### config.mk
export PLATFORM = sky130hd
export DESIGN_NAME = dops_accum_flat
export DESIGN_NICKNAME = d
export VERILOG_FILES = /design/src/rtl/dops_pkg.sv /design/src/rtl/dops_rsp_if.sv /design/src/rtl/dops_accum.sv /design/src/flat_wrapper.sv
export SDC_FILE = /design/constraint.sdc
export NUM_CORES = 2
export LEC_CHECK = 0
export ABC_AREA = 1
export BUFFER_PORTS_ARGS = -buffer_cell sky130_fd_sc_hd__clkbuf_2
export CAP_MARGIN = 0
export CORE_MARGIN = 4
export CORE_UTILIZATION = 45
export DETAILED_ROUTE_END_ITERATION = 16
export GPL_TIMING_DRIVEN = 0
export PLACE_DENSITY = 0.6
export SYNTH_ARGS = -nofsm -noshare
export SYNTH_HDL_FRONTEND = slang
export SYNTH_SLANG_ARGS = --single-unit
### constraint.sdc
create_clock -name clock -period 6.2 [get_ports clock]
set_clock_uncertainty 0.1 [all_clocks]
set_input_delay 0 -clock clock [delete_from_list [all_inputs] [get_ports clock]]
set_output_delay 0 -clock clock [all_outputs]
set_load 0.01 [all_outputs]
### src/rtl/dops_pkg.sv
`default_nettype none
// Shared widths, types and a saturation helper for the decayed outer-product update core.
package dops_pkg;

   // Field widths of the request and response channels
   localparam int SLOT_IN_W = 3;
   localparam int IDX_IN_W  = 6;
   localparam int OP_W      = 16;
   localparam int ACC_W     = 32;

   // Fixed-point alignment: a = (k*v) >> 8, products with Q3.12 drop 12 bits,
   // products with the Q0.16 decay drop 16 bits
   localparam int A_SHIFT = 8;
   localparam int FRAC_IN = 12;
   localparam int W_FRAC  = 16;
   localparam int A_W     = 2 * OP_W - A_SHIFT;

   typedef logic signed [OP_W-1:0]  op_type;
   typedef logic signed [ACC_W-1:0] acc_type;
   typedef logic signed [ACC_W:0]   sum_type;
   typedef logic signed [A_W-1:0]   a_type;

   localparam acc_type ACC_MAX = {1'b0, {(ACC_W-1){1'b1}}};
   localparam acc_type ACC_MIN = {1'b1, {(ACC_W-1){1'b0}}};

   // Item handed from the state stage to the column accumulator
   typedef struct packed {
      logic                 valid;
      logic                 last_row;
      logic [SLOT_IN_W-1:0] slot;
      logic [IDX_IN_W-1:0]  col;
      op_type               receptance;
      acc_type              t;
   } dops_stage_type;

   // Clamp a 33-bit sum to the signed 32-bit range
   function automatic acc_type sat_sum(input sum_type x);
      acc_type y;
      if (x[ACC_W] != x[ACC_W-1]) begin
         y = x[ACC_W] ? ACC_MIN : ACC_MAX;
      end else begin
         y = x[ACC_W-1:0];
      end
      return y;
   endfunction

endpackage
`default_nettype wire

### src/rtl/dops_rsp_if.sv
`default_nettype none
// Response channel: valid/ready handshake carrying one finished column output.
interface dops_rsp_if import dops_pkg::*; ();
   logic                 valid;
   logic                 ready;
   logic [SLOT_IN_W-1:0] out_slot;
   logic [IDX_IN_W-1:0]  out_col;
   acc_type              out_val;

   modport source (output valid, out_slot, out_col, out_val, input ready);
   modport sink (input valid, out_slot, out_col, out_val, output ready);
endinterface
`default_nettype wire

### src/rtl/dops_accum.sv
`default_nettype none
// Column accumulator: r*t product, accumulator memory with forwarding, response register.
module dops_accum import dops_pkg::*; #(
   parameter  int HEAD_SIZE = 64,
   localparam int HEAD_W    = (HEAD_SIZE > 1) ? $clog2(HEAD_SIZE) : 1
) (
   input  wire logic              clock,
   input  wire logic              reset,
   input  wire dops_stage_type    stage_in,
   input  wire logic              clr_en,
   input  wire logic [HEAD_W-1:0] clr_idx,
   output logic                   advance,
   dops_rsp_if.source             rsp_chan
);

   localparam int PROD_W = OP_W + ACC_W;
   localparam int P_W    = PROD_W - FRAC_IN;

   typedef logic signed [PROD_W-1:0] prod_type;
   typedef logic signed [P_W-1:0]    p_type;

   // Clamp the shifted r*t product to the signed 32-bit range
   function automatic acc_type sat_prod(input p_type x);
      acc_type y;
      if ((&x[P_W-1:ACC_W-1]) || !(|x[P_W-1:ACC_W-1])) begin
         y = x[ACC_W-1:0];
      end else begin
         y = x[P_W-1] ? ACC_MIN : ACC_MAX;
      end
      return y;
   endfunction

   dops_stage_type    s4_ff;
   prod_type          s4_prod_ff;
   acc_type           acc_rd_ff;
   logic              acc_fwd_ff;
   acc_type           acc_fwd_data_ff;
   acc_type           acc_mem [HEAD_SIZE];

   logic [HEAD_W-1:0] s3_idx;
   logic [HEAD_W-1:0] s4_idx;
   acc_type           s4_p;
   acc_type           acc_old;
   acc_type           acc_new;
   acc_type           acc_wd_pipe;
   logic              acc_we;
   logic [HEAD_W-1:0] acc_wa;
   acc_type           acc_wd;
   logic              emit;

   logic                 out_valid_ff;
   logic [SLOT_IN_W-1:0] out_slot_ff;
   logic [IDX_IN_W-1:0]  out_col_ff;
   acc_type              out_val_ff;

   assign s3_idx = HEAD_W'(stage_in.col);
   assign s4_idx = HEAD_W'(s4_ff.col);

   // Hold the whole pipe only when a result must leave and the response register is blocked
   assign emit    = s4_ff.valid && s4_ff.last_row;
   assign advance = !(emit && out_valid_ff && !rsp_chan.ready);

   // Advance into the accumulate stage
   always_ff @(posedge clock) begin
      if (reset) begin
         s4_ff <= '0;
      end else if (advance) begin
         s4_ff <= stage_in;
      end
   end

   always_ff @(posedge clock) begin
      if (advance) begin
         s4_prod_ff      <= prod_type'(stage_in.receptance) * prod_type'(stage_in.t);
         acc_fwd_ff      <= s4_ff.valid && (s4_idx == s3_idx);
         acc_fwd_data_ff <= acc_wd_pipe;
      end
   end

   // Accumulate; the last row of a column empties its accumulator
   assign s4_p        = sat_prod(s4_prod_ff[PROD_W-1:FRAC_IN]);
   assign acc_old     = acc_fwd_ff ? acc_fwd_data_ff : acc_rd_ff;
   assign acc_new     = sat_sum(sum_type'(acc_old) + sum_type'(s4_p));
   assign acc_wd_pipe = s4_ff.last_row ? '0 : acc_new;

   // Accumulator memory: one write, one registered read
   assign acc_we = clr_en || (advance && s4_ff.valid);
   assign acc_wa = clr_en ? clr_idx : s4_idx;
   assign acc_wd = clr_en ? '0 : acc_wd_pipe;

   always_ff @(posedge clock) begin
      if (acc_we) begin
         acc_mem[acc_wa] <= acc_wd;
      end
   end

   always_ff @(posedge clock) begin
      if (advance) begin
         acc_rd_ff <= acc_mem[s3_idx];
      end
   end

   // Response register
   always_ff @(posedge clock) begin
      if (reset) begin
         out_valid_ff <= 1'b0;
      end else if (advance && emit) begin
         out_valid_ff <= 1'b1;
      end else if (rsp_chan.ready) begin
         out_valid_ff <= 1'b0;
      end
   end

   always_ff @(posedge clock) begin
      if (advance && emit) begin
         out_slot_ff <= s4_ff.slot;
         out_col_ff  <= s4_ff.col;
         out_val_ff  <= acc_new;
      end
   end

   assign rsp_chan.valid    = out_valid_ff;
   assign rsp_chan.out_slot = out_slot_ff;
   assign rsp_chan.out_col  = out_col_ff;
   assign rsp_chan.out_val  = out_val_ff;

   a_rsp_from_last_row: assert property (@(posedge clock) disable iff (reset)
      $rose(out_valid_ff) |-> $past(s4_ff.valid && s4_ff.last_row))
      else $error("response raised without a last-row request");

   a_stall_only_when_blocked: assert property (@(posedge clock) disable iff (reset)
      !advance |-> (out_valid_ff && !rsp_chan.ready))
      else $error("pipeline held while the response register was free");

   a_clear_without_traffic: assert property (@(posedge clock) disable iff (reset)
      clr_en |-> !s4_ff.valid)
      else $error("accumulator clear overlaps a pipeline write");

endmodule
`default_nettype wire

### src/flat_wrapper.sv
// flat-port wrapper written by rule: the top's interface ports become plain ports
module dops_accum_flat import dops_pkg::*;
#(
   parameter  int HEAD_SIZE = 64,
   localparam int HEAD_W    = (HEAD_SIZE > 1) ? $clog2(HEAD_SIZE) : 1
)
  (clock, reset, stage_in, clr_en, clr_idx, advance, rsp_chan_valid, rsp_chan_out_slot, rsp_chan_out_col, rsp_chan_out_val, rsp_chan_ready);
  dops_rsp_if rsp_chan_i ();
  input  wire logic clock;
  input  wire logic reset;
  input  wire dops_stage_type stage_in;
  input  wire logic clr_en;
  input  wire logic [HEAD_W-1:0] clr_idx;
  output logic advance;
  output wire logic [$bits(rsp_chan_i.valid)-1:0] rsp_chan_valid;
  output wire logic [$bits(rsp_chan_i.out_slot)-1:0] rsp_chan_out_slot;
  output wire logic [$bits(rsp_chan_i.out_col)-1:0] rsp_chan_out_col;
  output wire logic [$bits(rsp_chan_i.out_val)-1:0] rsp_chan_out_val;
  input wire logic [$bits(rsp_chan_i.ready)-1:0] rsp_chan_ready;
  assign rsp_chan_valid = rsp_chan_i.valid;
  assign rsp_chan_out_slot = rsp_chan_i.out_slot;
  assign rsp_chan_out_col = rsp_chan_i.out_col;
  assign rsp_chan_out_val = rsp_chan_i.out_val;
  assign rsp_chan_i.ready = rsp_chan_ready;
  dops_accum #(.HEAD_SIZE(HEAD_SIZE)) u_core (.clock(clock), .reset(reset), .stage_in(stage_in), .clr_en(clr_en), .clr_idx(clr_idx), .advance(advance), .rsp_chan(rsp_chan_i));
endmodule
==> results.ini <==
[status]
status = complete, no violations

[synthesis]
synth_top_area_share_pct = 60.9
synth_top_area_cell = edfxtp_1
syn_inst = 9601
async_reset_ff_share_pct = 0
ys_types = 47
synth-edff-count = 2190
ys.flop_type = edfxtp_1
yosysWarnings = 0
syn_nets = 10300
postSynthAreaPerCell_um2 = 11.2
synth_seq_area_share_pct = 61.2
ys_ff_latch = 2202
ys_top_cells_by_count = edfxtp_1 (2190), nor2_1 (1364), nand2_1 (1363)
synth.most_common_cell = edfxtp_1
synthTopCellsByArea = edfxtp_1 (61%), fa_1 (9.0%), o21ai_0 (5.2%)
netlist_area_mm2 = 0.108

[drt]
num_vias = 81400
wl_met1_um = 154000
dr.pass1.iters = 8
wirelength_um = 419000
ant_nets = 0
top_layer_used = met5
via_per_inst = 6.06
wl_met2_um = 183000
wl_per_cell_um = 31.2
met3WireLength_um = 54900
first_iter_violations = 13000
route.detailed.drc = 0

[floorplanning]
initial_core_util_pct = 45.3
dieWidth_um = 498
io_pins = 112
core_mm2 = 0.238
num_rows = 179
dieArea_mm2 = 0.248
die_h_um = 498

[finish]
nets = 10800
n_fill_cell = 20900
areaGrowthSynthToFinish_pct = 14.6
drive_gt1_share_pct = 8.82
instances_no_fill = 13400

[power_and_ir_drop]
p_int_mw = 39.5
ir_drop_mv = 0.951
power.share.sequential_pct = 30.4
p_comb_share_pct = 51.0
fin_total_pwr_mw = 70.8
pwr-share-clk_pct = 18.5
p_sw_mw = 31.3
switching_share_pct = 44.2
powerDensity_mw_per_mm2 = 572
p_leak_nw = 46.7

[setup_path]
r2r_start = u_core.acc_fwd_ff$_DFFE_PN_
r2r_slack_ns = 0.30
worstSetupEndpointType = flip-flop
crit_start = stage_in[35]
required_ns = 6.65
critPathMaxFanout = 10
crit_arrival_ns = 6.36
reg2reg_to = u_core.acc_mem[59][27]$_DFFE_PP_
start_kind = input pin
critical_path_class = input pin to flip-flop
worst-r2r-cell-count = 18

[placed_design]
io_buffer_count = 80
routabilityCongestion = 0.960
dp.cells = 13000
dpl.hpwl_um = 306000
preCtsSetupSlack_ns = -0.890

[hold_path]
worstHoldStart = stage_in[0]
whs_endpoint = u_core.s4_prod_ff[13]$_DFFE_PN_
whs_path_depth = 8
hold_class = input pin to flip-flop

[clock_network]
cts.sinks = 2202
cts_tree = built
clk_path_buf_depth = 3
cts_made_buffers = 215
h-tree-depth = 4
cts_root_buffer = clkbuf_16
clk_latency_ns = 0.91
clk_pin_slew_ns = 0.06

[timing]
finalHoldWorstSlack_ns = 0.0832
rsz0062_at_grt = false
slew_headroom_pct = 1.28
slew_viol_final = 0
min_period_ns = 5.91
fmax_ghz = 0.169
setup_violations = 0
finalCritPeriodShare_pct = 95.3
hold_violations = 0
tightest_slew_ns = 1.48
setup_slack_ns = 0.289

[global_route]
antenna_found_initial = 27
grtUsageTotal_pct = 33.1
grt_pass1_vias = 78000
grt.overflow.total = 0
grt_pass1_wl_um = 582000
grt_max_degree = 61

[flow_run]
cap_violations = 0

-- timing repair --
action	4_1_cts	5_1_grt
hold buffers	15	0
hold endpoints to repair	24	0
endpoints found under the setup margin	1	13
buffers inserted	0	2
resized for setup	1	15
pin swaps	0	1
-- worst max-delay path, cell delays in order --
cell	delay [ns]
clkbuf_2	0.30
clkbuf_2	0.49
nand2_1	0.10
inv_1	0.09
fa_1	0.51
fa_1	0.85
inv_1	0.16
fa_1	0.51
fa_1	0.58
fa_1	0.43
fa_1	0.50
inv_1	0.04
ha_1	0.41
a21oi_1	0.34
o21ai_0	0.25
nand2_1	0.11
o211ai_1	0.16
a21oi_1	0.18
nand3_1	0.13
xor2_1	0.19
-- through the flow --
| stage | util [%] | area, um^2 | setup TNS, ns |
|---|---|---|---|
| 2_1_floorplan | - | 108000 | 0 |
| 3_3_place_gp | 47.1 | 112000 | -3969.35 |
| 3_5_place_dp | 48.9 | 117000 | -16.62 |
| 4_1_cts | 51.9 | 124000 | 0 |
| 5_1_grt | 51.9 | 124000 | 0 |
| 6_report | 51.9 | 124000 | 0 |
-- sequential cells by signal, summed over array words and instances, names as in the netlist --
register and count:
u_core.s4_ff 5, u_core.rsp_chan.out_slot 3, u_core.s4_idx 6, u_core.rsp_chan.valid 1, u_core.s4_prod_ff 36, u_core.rsp_chan.out_val 32, u_core.acc_fwd_data_ff 32, u_core.acc_rd_ff 32
u_core.rsp_chan.out_col 6, u_core.acc_mem 2048, u_core.acc_fwd_ff 1
-- how the worst max path moves through the flow --
stage / depth (start not counted) / end
detailed placement: 20 / u_core.s4_prod_ff[46]$_DFFE_PN_
finish: 20 / u_core.s4_prod_ff[46]$_DFFE_PN_
global placement: 22 / u_core.acc_mem[56][31]$_DFFE_PP_
CTS: 20 / u_core.s4_prod_ff[46]$_DFFE_PN_
floorplan: 22 / u_core.acc_mem[0][31]$_DFFE_PP_
global route: 22 / u_core.s4_prod_ff[46]$_DFFE_PN_
-- cells by family (layout without fill, tap and decap cells) --
| logic type | count (synthesis) | after routing | share of synthesized area (%) |
|---|---|---|---|
| AO/OA/AOI/OAI | 1864 | 1864 | 9.41 |
| flip-flops | 2202 | 2202 | 61.2 |
| AND/OR/NAND/NOR | 3247 | 3247 | 12.2 |
| other | 0 | 15 | 0 |
| buffers and inverters | 1574 | 2229 | 5.80 |
| multiplexers | 31 | 31 | 0.323 |
| XOR/XNOR | 54 | 54 | 0.438 |
| adder cells (fa/ha/maj) | 629 | 629 | 10.7 |
-- final cells by class --
| cell class | instances | area (um^2) | share of cell area (%) |
|---|---|---|---|
| repair buffers | 264 | 4130 | 3.33 |
| inverters | 991 | 3720 | 3.01 |
| well taps | 3167 | 3960 | 3.20 |
| clock buffers | 264 | 5640 | 4.56 |
| flip-flops and latches | 2202 | 66000 | 53.4 |
| plain buffers | 581 | 2550 | 2.06 |
| diodes | 15 | 37.5 | 0.0303 |
| multi-input cells | 5825 | 36300 | 29.4 |
| clock inverters | 129 | 1350 | 1.09 |
-- power by group through the flow --
stage          registers (mW)  clock network [mW]  logic, mW
2_1_floorplan            21.9                   0       20.5
3_3_place_gp             22.3                   0       33.9
3_5_place_dp             21.9                   0       35.9
4_1_cts                  21.5                13.1       36.1
5_1_grt                  21.6                13.8       39.3
6_report                 21.5                13.1       36.1
-- per-layer routing --
metal  up-vias  GRT usage [%]
met3      1187           8.65
li1      33900              -
met4        14           17.1
met1     40500           44.4
met5         -              0
met2      5825           49.8
-- cell usage in the layout (no fill, tap or decap), drive strengths merged, types with 24 or more instances in the layout --
| cell | Yosys | final |
|---|---|---|
| or2 | 34 | 34 |
| a21oi | 133 | 133 |
| xnor2 | 25 | 25 |
| buf | 177 | 346 |
| nand2 | 1376 | 1376 |
| edfxtp | 2190 | 2190 |
| nand3 | 379 | 379 |
| xor2 | 29 | 29 |
| nor2 | 1400 | 1400 |
| inv | 988 | 995 |
| clkinv | 3 | 98 |
| clkbuf | 406 | 747 |
| fa | 486 | 486 |
| nand4 | 24 | 24 |
| o22ai | 533 | 533 |
| mux2 | 31 | 31 |
| ha | 143 | 143 |
| o21ai | 1133 | 1133 |
Power figures use the tool's default switching activity.
